[src/hdl/pvtb_pkg.sv]
// shared types and constants for the periodic virtual timer bank
package pvtb_pkg;

    localparam int NUM_TIMERS = 10;
    localparam int IDX_W      = (NUM_TIMERS > 1) ? $clog2(NUM_TIMERS) : 1;
    localparam int FIRED_W    = 10;
    localparam int MS_W       = 32;

    localparam logic [MS_W-1:0] MAX_DURATION_RESET = 32'd1000000000;

    typedef enum logic [1:0] {
        ACT_TICK  = 2'd0,
        ACT_START = 2'd1,
        ACT_QUERY = 2'd2,
        ACT_RESET = 2'd3
    } t_action;

    typedef enum logic [1:0] {
        ST_OK       = 2'd0,
        ST_BAD_ID   = 2'd1,
        ST_IN_USE   = 2'd2,
        ST_TOO_LONG = 2'd3
    } t_status;

    typedef enum logic [1:0] {
        US_OFF  = 2'd0,
        US_BUSY = 2'd1,
        US_DONE = 2'd2
    } t_user;

    typedef enum logic [1:0] {
        QA_BUSY = 2'd0,
        QA_DONE = 2'd1,
        QA_IDLE = 2'd2
    } t_answer;

    typedef struct packed {
        logic             we_exp;
        logic             we_per;
        logic [IDX_W-1:0] addr;
        logic [MS_W-1:0]  exp;
        logic [MS_W-1:0]  per;
    } t_store_wr;

endpackage

[src/hdl/periodic_virtual_timer_bank.sv]
// top level of the periodic virtual timer bank
//
// input channel: i_in_valid / o_in_stall carries one word of action, timer id
// and duration. output channel: o_out_valid / i_out_stall returns one word per
// input word with status, query answer, fired mask and the millisecond count.
// config channel: i_cfg_valid / o_cfg_ready writes max_duration, always ready.
//
// a tick walks the timers one per cycle through a single compare-and-add
// unit reading the expiry/period memory: setup in S_EXEC, the walk over the
// timers in S_WALK, then the result load in S_DONE. start, query and reset
// go from S_EXEC straight to the result load in S_DONE. one word is in work
// at a time; o_in_stall is high from accept until the result is loaded into
// the output register.
//
// a result waits in the output register while i_out_stall is high, and the
// next word may be accepted meanwhile; its result is held back until the
// register is free. synchronous reset clears the count, all timers to off,
// max_duration to 1000000000, and drops o_out_valid.
module periodic_virtual_timer_bank (
    input  logic        i_clk,
    input  logic        i_rst_n,
    input  logic        i_in_valid,
    output logic        o_in_stall,
    input  logic [1:0]  i_action,
    input  logic [3:0]  i_timer_id,
    input  logic [31:0] i_duration,
    output logic        o_out_valid,
    input  logic        i_out_stall,
    output logic [1:0]  o_status,
    output logic [1:0]  o_query_answer,
    output logic [9:0]  o_fired_mask,
    output logic [31:0] o_now_ms,
    input  logic        i_cfg_valid,
    output logic        o_cfg_ready,
    input  logic [31:0] i_cfg_data
);

    typedef enum logic [1:0] {
        S_IDLE,
        S_EXEC,
        S_WALK,
        S_DONE
    } t_state;

    t_state                             r_state;
    pvtb_pkg::t_action                  r_act;
    logic [3:0]                         r_id;
    logic [pvtb_pkg::MS_W-1:0]          r_dur;
    logic [pvtb_pkg::MS_W-1:0]          r_max_dur;
    logic [pvtb_pkg::MS_W-1:0]          r_count;
    logic [pvtb_pkg::IDX_W-1:0]         r_k;
    logic [pvtb_pkg::FIRED_W-1:0]       r_fired;
    pvtb_pkg::t_status                  r_res_status;
    pvtb_pkg::t_answer                  r_res_answer;
    logic                               r_active [pvtb_pkg::NUM_TIMERS];
    pvtb_pkg::t_user                    r_user   [pvtb_pkg::NUM_TIMERS];
    logic                               r_out_valid;
    pvtb_pkg::t_status                  r_out_status;
    pvtb_pkg::t_answer                  r_out_answer;
    logic [pvtb_pkg::FIRED_W-1:0]       r_out_fired;
    logic [pvtb_pkg::MS_W-1:0]          r_out_now;

    logic [pvtb_pkg::IDX_W-1:0]         id_idx;
    logic                               id_bad;
    logic                               k_last;
    logic                               k_fire;
    logic                               start_ok;
    logic                               out_free;
    pvtb_pkg::t_status                  exec_status;
    pvtb_pkg::t_answer                  exec_answer;
    logic [pvtb_pkg::IDX_W-1:0]         rd_addr;
    logic [pvtb_pkg::MS_W-1:0]          rd_exp;
    logic [pvtb_pkg::MS_W-1:0]          rd_per;
    pvtb_pkg::t_store_wr                store_wr;

    always_comb begin
        id_idx   = pvtb_pkg::IDX_W'(r_id);
        id_bad   = (32'(r_id) >= 32'(pvtb_pkg::NUM_TIMERS));
        k_last   = (r_k == pvtb_pkg::IDX_W'(pvtb_pkg::NUM_TIMERS - 1));
        k_fire   = r_active[r_k] && !(rd_exp > r_count);
        start_ok = (r_act == pvtb_pkg::ACT_START) && !id_bad && !r_active[id_idx]
                   && !(r_dur > r_max_dur);
        out_free = !r_out_valid || !i_out_stall;
        exec_status = pvtb_pkg::ST_OK;
        exec_answer = pvtb_pkg::QA_BUSY;
        if (r_act != pvtb_pkg::ACT_TICK) begin
            if (id_bad) begin
                exec_status = pvtb_pkg::ST_BAD_ID;
            end else if (r_act == pvtb_pkg::ACT_START) begin
                if (r_active[id_idx]) begin
                    exec_status = pvtb_pkg::ST_IN_USE;
                end else if (!start_ok) begin
                    exec_status = pvtb_pkg::ST_TOO_LONG;
                end
            end else if (r_act == pvtb_pkg::ACT_QUERY) begin
                if (r_user[id_idx] == pvtb_pkg::US_BUSY) begin
                    exec_answer = pvtb_pkg::QA_BUSY;
                end else if (r_user[id_idx] == pvtb_pkg::US_DONE) begin
                    exec_answer = pvtb_pkg::QA_DONE;
                end else begin
                    exec_answer = pvtb_pkg::QA_IDLE;
                end
            end
        end
        if (r_state == S_EXEC || k_last) begin
            rd_addr = (r_state == S_EXEC) ? '0 : r_k;
        end else begin
            rd_addr = pvtb_pkg::IDX_W'(r_k + 1'b1);
        end
        store_wr = '0;
        if (r_state == S_EXEC && start_ok) begin
            store_wr.we_exp = 1'b1;
            store_wr.we_per = 1'b1;
            store_wr.addr   = id_idx;
            store_wr.exp    = r_count + r_dur;
            store_wr.per    = r_dur;
        end else if (r_state == S_WALK && k_fire) begin
            store_wr.we_exp = 1'b1;
            store_wr.addr   = r_k;
            store_wr.exp    = rd_exp + rd_per;
        end
    end

    pvtb_timer_store u_store (
        .i_clk     (i_clk),
        .i_wr      (store_wr),
        .i_rd_addr (rd_addr),
        .o_rd_exp  (rd_exp),
        .o_rd_per  (rd_per)
    );

    always_ff @(posedge i_clk) begin
        if (!i_rst_n) begin
            r_state     <= S_IDLE;
            r_max_dur   <= pvtb_pkg::MAX_DURATION_RESET;
            r_count     <= '0;
            r_out_valid <= 1'b0;
            for (int i = 0; i < pvtb_pkg::NUM_TIMERS; i++) begin
                r_active[i] <= 1'b0;
                r_user[i]   <= pvtb_pkg::US_OFF;
            end
        end else begin
            if (i_cfg_valid) begin
                r_max_dur <= i_cfg_data;
            end
            if (r_state == S_DONE && out_free) begin
                r_out_valid <= 1'b1;
            end else if (!i_out_stall) begin
                r_out_valid <= 1'b0;
            end
            unique case (r_state)
                S_IDLE: begin
                    if (i_in_valid) begin
                        r_act   <= pvtb_pkg::t_action'(i_action);
                        r_id    <= i_timer_id;
                        r_dur   <= i_duration;
                        r_state <= S_EXEC;
                    end
                end
                S_EXEC: begin
                    r_res_status <= exec_status;
                    r_res_answer <= exec_answer;
                    r_fired      <= '0;
                    r_k          <= '0;
                    if (r_act == pvtb_pkg::ACT_TICK) begin
                        r_count <= r_count + 1'b1;
                        r_state <= S_WALK;
                    end else begin
                        r_state <= S_DONE;
                        if (!id_bad) begin
                            unique case (r_act)
                                pvtb_pkg::ACT_START: begin
                                    if (start_ok) begin
                                        r_active[id_idx] <= 1'b1;
                                        r_user[id_idx]   <= pvtb_pkg::US_BUSY;
                                    end
                                end
                                pvtb_pkg::ACT_QUERY: begin
                                    if (r_user[id_idx] == pvtb_pkg::US_DONE) begin
                                        r_user[id_idx] <= pvtb_pkg::US_BUSY;
                                    end
                                end
                                default: begin
                                    r_active[id_idx] <= 1'b0;
                                    r_user[id_idx]   <= pvtb_pkg::US_OFF;
                                end
                            endcase
                        end
                    end
                end
                S_WALK: begin
                    if (k_fire) begin
                        r_user[r_k] <= pvtb_pkg::US_DONE;
                        r_fired     <= r_fired | (pvtb_pkg::FIRED_W'(1) << r_k);
                    end
                    if (k_last) begin
                        r_state <= S_DONE;
                    end else begin
                        r_k <= pvtb_pkg::IDX_W'(r_k + 1'b1);
                    end
                end
                S_DONE: begin
                    if (out_free) begin
                        r_out_status <= r_res_status;
                        r_out_answer <= r_res_answer;
                        r_out_fired  <= r_fired;
                        r_out_now    <= r_count;
                        r_state      <= S_IDLE;
                    end
                end
                default: begin
                    r_state <= S_IDLE;
                end
            endcase
        end
    end

    assign o_in_stall     = (r_state != S_IDLE);
    assign o_cfg_ready    = 1'b1;
    assign o_out_valid    = r_out_valid;
    assign o_status       = r_out_status;
    assign o_query_answer = r_out_answer;
    assign o_fired_mask   = r_out_fired;
    assign o_now_ms       = r_out_now;

endmodule

[src/hdl/pvtb_timer_store.sv]
// expiry and period memory with one write port and one registered read port
module pvtb_timer_store (
    input  logic                        i_clk,
    input  pvtb_pkg::t_store_wr         i_wr,
    input  logic [pvtb_pkg::IDX_W-1:0]  i_rd_addr,
    output logic [pvtb_pkg::MS_W-1:0]   o_rd_exp,
    output logic [pvtb_pkg::MS_W-1:0]   o_rd_per
);

    logic [pvtb_pkg::MS_W-1:0] r_exp_mem [pvtb_pkg::NUM_TIMERS];
    logic [pvtb_pkg::MS_W-1:0] r_per_mem [pvtb_pkg::NUM_TIMERS];

    always_ff @(posedge i_clk) begin
        if (i_wr.we_exp) begin
            r_exp_mem[i_wr.addr] <= i_wr.exp;
        end
        if (i_wr.we_per) begin
            r_per_mem[i_wr.addr] <= i_wr.per;
        end
        o_rd_exp <= r_exp_mem[i_rd_addr];
        o_rd_per <= r_per_mem[i_rd_addr];
    end

endmodule

[config.mk]
export PLATFORM = sky130hd
export DESIGN_NAME = periodic_virtual_timer_bank
export DESIGN_NICKNAME = d
export VERILOG_FILES = /design/src/hdl/pvtb_pkg.sv /design/src/hdl/periodic_virtual_timer_bank.sv /design/src/hdl/pvtb_timer_store.sv
export SDC_FILE = /design/constraint.sdc
export NUM_CORES = 1
export LEC_CHECK = 0
export BUFFER_PORTS_ARGS = -buffer_cell sky130_fd_sc_hd__buf_2
export CAP_MARGIN = 25
export CORE_MARGIN = 3
export CORE_UTILIZATION = 30
export DETAILED_ROUTE_END_ITERATION = 8
export PLACE_DENSITY = 0.51
export REMOVE_ABC_BUFFERS = 1
export SLEW_MARGIN = 20
export SYNTH_ARGS = -nofsm -noshare
export SYNTH_HDL_FRONTEND = slang
export SYNTH_SLANG_ARGS = --single-unit
export TNS_END_PERCENT = 30
[constraint.sdc]
create_clock -name i_clk -period 13.3 [get_ports i_clk]
set_clock_uncertainty 0.05 [all_clocks]
set_input_delay 0.665 -clock i_clk [delete_from_list [all_inputs] [get_ports i_clk]]
set_output_delay 0.665 -clock i_clk [all_outputs]
set_load 0.01 [all_outputs]
==> metrics, run 1 <==
nets@finish=2934; antenna cells=0; crit start category=flip-flop; total gr overflow=0; max incr delay on CP=730 ps; H-tree Lvls=3; drt wl/cell=23.7 um; Post-synth top cells=781 x edfxtp_1, 148 x dfxtp_1, 144 x mux4_2; headroom to the max-slew limit=30.0%; pwr dens=188 nW/um^2; Yosys top cell area share=59.2%; Ports=124; CTS tree=built; Hold Violations, Final=0; final period utilization=45.8%; die footprint=137000 sq um; Inserted Clock Buffers=96; CTS Root Cell=clkbuf_16; critical path type=reg2reg; most frequent cell after synthesis=edfxtp_1; residual DRC count=0; worst path required time=13600 ps; Peak VDD IR=0.132 mV; hold_buf cts=0; Slew @ Worst Pin=1050 ps; CP max stage cell=nor2_4; Netlist Area Pre-Place=39600 sq um; Most used DFF post-synth=edfxtp_1; All-Layer GR Usage=15.6%; vias in the first global route=23000; drt initial violations=1992; RSZ-0062 raised after global routing=false; number of synthesized flops with an enable pin=781; Area Overhead vs Synth=15.7%; Critical Path AT=6390 ps; DRT Pass-1 Iters=5; CTS sink count=929; final slew viol count=0; #FFs+latches synth=929; Top delay family on crit path=simple AND/OR/NAND/NOR gates; layout cells sized above 1=18.3%; crit path buf inv count=3; worst-skew pair later-pin latency=680 ps; Async S/R FF share, synth=0%; cell mode on critical path=buf_4; Die X=369 um; IO Port Bufs=122; initial antenna violation count=8; Setup TNS=0 ps; hpwl dp=71600 um; status=finished, final reports clean; Worst-path clk slew=70 ps; Post-DRT Antenna Nets=0; Worst Setup End Kind=flip-flop; Final Critical Period=6090 ps; gpl congestion=0.857; CTS resizes=0; Unique masters post-synth=78; cell taking the most area after synthesis=edfxtp_1; largest net degree at the start of global routing=81; clk buf depth=3; P_leak=0.0161 uW; final WL=108000 um; final setup violation count=0; post-synthesis cell count=2551; Synth Warn #=0; total number of vias=22700; Avg Cell Area, Syn=15.5 sq um; Tightest Hold Check Type=in2reg; setup bufs post-CTS=0; vias per cell=5.00; register area share after synthesis=66.7%; FP Rows=132; Die Y=369 um; Starting Density=30.4%; Max Clk Rate=164 MHz; crit-path max FO=44; core box area=130000 sq um; first-pass GRT wire length=158000 um; total design power=8610 uW; max-cap violation count=0; top cells by area, synth=edfxtp_1 59%, mux4_2 8.2%, dfxtp_1 7.5%, ha_1 4.5%, mux2i_1 2.2%; critical path cell sequence=ha_1 -> nand4_1 -> nor4_1 -> buf_4 -> nor4bb_1 -> o22ai_1 -> a211o_1 -> nor2_4 -> buf_4 -> nand2_1 -> nor2_4 -> buf_4
==> kinds of logic after synthesis <==
kind of cell | count (synthesis) | share of synthesized area, %
adders and majority gates | 144 | 4.58
other | 2 | 0.0189
and+or+nand+nor | 463 | 5.94
muxes | 240 | 10.7
DFF | 929 | 66.7
buffers and inverters | 208 | 2.06
AOI/OAI and AO/OA | 487 | 8.28
xor gates and xnor gates | 78 | 1.72
==> worst reg2reg max path, stage by stage (launching register included) <==
cell      delay [ps]
edfxtp_1         490
ha_1             350
nand4_1          180
nor4_1           720
buf_4            270
nor4bb_1         390
o22ai_1          310
a211o_1          420
nor2_4           100
buf_4            570
nand2_1          740
nor2_4           740
buf_4            420
==> registers in the layout, indices dropped and copies added, names as in the netlist, 4 cells and up, named ones only <==
signal	cells
u_store.r_exp_mem	320
u_store.r_per_mem	320
o_now_ms	32
r_count	32
r_dur	32
r_max_dur	32
r_user	32
u_store.o_rd_exp	32
u_store.o_rd_per	32
r_active	16
o_fired_mask	10
r_fired	10
id_idx	4
r_k	4
==> where the power goes <==
group          internal [uW]  switching, uW
Sequential              3340            157
Combinational            945           1440
Clock                   1580           1150
Total                   5860           2750
==> metrics by stage <==
step	cell area (sq um)	cells	hold WS (ps)	util (%)	setup WS, ps
after global placement	42600	4356	363	32.7	7100
final	45900	4540	119	35.2	7210
after CTS	45800	4538	59.8	35.2	7020
after global routing	45900	4540	85.7	35.2	7040
after detailed placement	42600	4357	358	32.7	7090
after floorplan	39200	2447	350	-	-195
==> layout make-up <==
type,count,area (sq um)
multi-input combinational,1419,12700
sequential,929,26400
timing repair buffer,170,1010
clock buffer,129,2640
tap,1742,2180
clock inverter,52,563
inverter,99,374
fill,12400,84400
==> worst paths after layout <==
kind,start,to,slack (ps),depth (start not counted)
min,i_duration[1],r_dur[1],120,1
min reg2reg,r_res_answer[0],o_query_answer[0],370,0
max,r_dur[15],u_store.r_per_mem[0][31],7210,12
max reg2reg,r_dur[15],u_store.r_per_mem[0][31],7210,12
==> cell usage in the layout (no fill, tap or decap), types with 21 or more instances in the layout <==
cell,synthesis,final
clkbuf_16,0,98
xnor2_1,52,51
mux4_2,144,144
nor3_1,21,21
o211ai_1,28,28
buf_2,19,122
inv_1,99,98
nand2_1,101,101
mux2i_1,89,89
nor2b_1,29,29
and2_1,63,63
clkbuf_1,69,24
o221ai_1,63,63
a21o_1,44,44
edfxtp_1,781,781
nand3_1,34,33
nor2_1,113,98
nand4_1,29,29
a21oi_1,97,94
xor2_1,26,26
ha_1,142,142
dfxtp_1,148,148
o21ai_0,120,119
buf_4,1,45
==> metal layers <==
metal,track usage (%),up-vias,share of wire [%]
li1,-,10400,-
met4,4.30,4,2.1
met2,24.8,565,46
met3,2.43,125,5.1
met5,0,-,0.032
met1,22.2,11600,46
Power figures use the tool's default switching activity.
==> inputs of run 2 (changes only) <==
==> constraint.sdc (replaced) <==
create_clock -name i_clk -period 6.3 [get_ports i_clk]
set_clock_uncertainty 0.05 [all_clocks]
set_input_delay 0.315 -clock i_clk [delete_from_list [all_inputs] [get_ports i_clk]]
set_output_delay 0.315 -clock i_clk [all_outputs]
set_load 0.01 [all_outputs]
==> metrics, run 2 (synthesis gave the netlist of run 1 again) <==
Worst Reg-to-Reg Cells=11 (was 12); Inserted Clock Buffers=92 (was 96); max incr delay on CP=1050 ps (was 730 ps); CTS resizes=0 (unchanged); Worst-path clk slew=70 ps (about the same); Setup WS post-layout=1190 ps (was 7210 ps); crit-path max FO=10 (was 44); core box area=130000 sq um (unchanged); Max Clk Rate=196 MHz (was 164 MHz); Worst Setup End Kind=flip-flop (unchanged); clk buf depth=3 (unchanged); largest net degree at the start of global routing=98 (was 81); Final Hold Slack=95.1 ps (was 119 ps); clock share of power=30.5% (was 31.7%); hpwl dp=70100 um (was 71600 um); critical path type=reg2reg (unchanged); Die X=369 um (unchanged); Hold Path Depth=3 (was 1); CTS sink count=929 (unchanged); total gr overflow=0 (unchanged); vias in the first global route=23200 (was 23000); final period utilization=81.1% (was 45.8%); commonest non-fill, non-tap cell in the layout=edfxtp_1 (unchanged); total number of vias=22800 (was 22700); final WL=107000 um (was 108000 um); Ports=124 (unchanged); Critical Path AT=5370 ps (was 6390 ps); Int Power=12200 uW (was 5860 uW); setup slack, reg-to-reg=1190 ps (was 7210 ps); critical path launch point=r_count[1] (was r_dur[15]); initial antenna violation count=3 (was 8); pwr dens=387 nW/um^2 (was 188 nW/um^2); Area Overhead vs Synth=17.2% (was 15.7%); H-tree Lvls=3 (unchanged); Starting Density=30.4% (unchanged); Final Critical Period=5110 ps (was 6090 ps); Slew @ Worst Pin=1040 ps (was 1050 ps); P_leak=0.0164 uW (was 0.0161 uW); hold path start=i_out_stall (was i_duration[1]); top flop regs=u_store.r_exp_mem (320), u_store.r_per_mem (320) (unchanged); IO Port Bufs=122 (unchanged); CTS Root Cell=clkbuf_16 (unchanged); crit start category=flip-flop (unchanged); fillers=12300 (was 12400); max-cap violation count=0 (unchanged); vias per cell=4.95 (was 5.00); WHS Endpoint=o_out_valid (was r_dur[1]); die footprint=137000 sq um (unchanged); drt wl/cell=23.3 um (was 23.7 um); total design power=18000 uW (was 8610 uW); final slew viol count=0 (unchanged); Psw=5780 uW (was 2750 uW); Hold Violations, Final=0 (unchanged); All-Layer GR Usage=15.5% (was 15.6%); nets@finish=3006 (was 2934); worst reg2reg endpoint=u_store.r_exp_mem[3][21] (was u_store.r_per_mem[0][31]); switch share=32.2% (was 31.9%); CTS tree=built (unchanged); post-route cell area=46500 sq um (was 45900 sq um); Peak VDD IR=0.403 mV (was 0.132 mV); final setup violation count=0 (unchanged); crit path buf inv count=2 (was 3); cell mode on critical path=o21a_1 (was buf_4); Top delay family on crit path=compound AO/OA/AOI/OAI gates (was simple AND/OR/NAND/NOR gates); dpl ws=901 ps (was 7090 ps); Flop pwr share=41.4% (was 40.6%); layout cells sized above 1=17.9% (was 18.3%); FP Rows=132 (unchanged); DRT Pass-1 Iters=7 (was 5); headroom to the max-slew limit=30.4% (was 30.0%); reg-to-reg critical path startpoint=r_count[1] (was r_dur[15]); setup bufs post-CTS=0 (unchanged); hold_buf cts=71 (was 0); critical path cell sequence=inv_1 -> ha_1 -> nor2b_1 -> o21a_1 -> o21a_1 -> o311ai_0 -> buf_4 -> a221o_1 -> and3_1 -> nand2_1 -> o32ai_1 (was ha_1 -> nand4_1 -> nor4_1 -> buf_4 -> nor4bb_1 -> o22ai_1 -> a211o_1 -> nor2_4 -> buf_4 -> nand2_1 -> nor2_4 -> buf_4); most frequent cells in the layout=781 x edfxtp_1, 148 x dfxtp_1, 144 x mux4_2 (unchanged); drt initial violations=2008 (was 1992); Post-DRT Antenna Nets=0 (unchanged); RSZ-0062 raised after global routing=false (unchanged); CP max stage cell=o32ai_1 (was nor2_4); first-pass GRT wire length=157000 um (was 158000 um); Die Y=369 um (unchanged); residual DRC count=0 (unchanged); worst path required time=6570 ps (was 13600 ps); Gate power share=28.1% (was 27.7%); status=finished, final reports clean (unchanged); worst-skew pair later-pin latency=670 ps (was 680 ps); gpl congestion=0.830 (was 0.857); dpl cell area=42700 sq um (was 42600 sq um); Tightest Hold Check Type=in2reg (unchanged)
[run 2: how the worst max path moves through the flow]
stage	endpoint	slack [ps]	cells after the start
floorplan	u_store.o_rd_exp[0]	-7190	8
global placement	u_store.r_exp_mem[4][19]	720	11
detailed placement	u_store.r_exp_mem[6][19]	900	10
CTS	u_store.r_exp_mem[0][19]	890	10
global route	u_store.r_exp_mem[3][21]	1010	11
finish	u_store.r_exp_mem[3][21]	1190	11
[run 2: final cells by class]
type | instances | area [sq um] | share of cell area (%)
antenna | 1 | 2.50 | 0.00539
clock buffer | 131 | 2630 | 5.66
clock inverter | 40 | 368 | 0.792
inverter | 99 | 372 | 0.800
multi-input combinational | 1419 | 12700 | 27.3
sequential | 929 | 26400 | 56.9
tap | 1742 | 2180 | 4.69
timing repair buffer | 246 | 1800 | 3.87
[run 2: stage by stage]
step,TNS [ps],std cells,utilization [%]
3_5_place_dp,0,4364,32.8
6_report,0,4607,35.6
3_3_place_gp,0,4360,32.7
5_1_grt,0,4606,35.6
4_1_cts,0,4606,35.6
2_1_floorplan,-486660,2447,-
[run 2: tightest hold or removal path, cell delays in order]
cell,delay (ps)
buf_2,70
and2_0,250
o21a_1,140
[run 2: layer usage]
metal | up-vias | global-route usage [%] | part of all wire (%) | wire length, um
met5 | - | 0 | 0 | 0
met4 | 0 | 5.03 | 2.7 | 2910
met3 | 123 | 2.20 | 5.1 | 5520
met2 | 596 | 24.2 | 45 | 48700
met1 | 11600 | 22.4 | 47 | 50300
li1 | 10500 | - | - | -
[run 2: power by group through the flow]
stage	clock network, uW	logic [uW]	registers [uW]
3_3_place_gp	0	5060	7560
4_1_cts	5600	5090	7430
2_1_floorplan	0	3650	7330
3_5_place_dp	0	5030	7560
6_report	5470	5050	7440
5_1_grt	5840	5530	7460
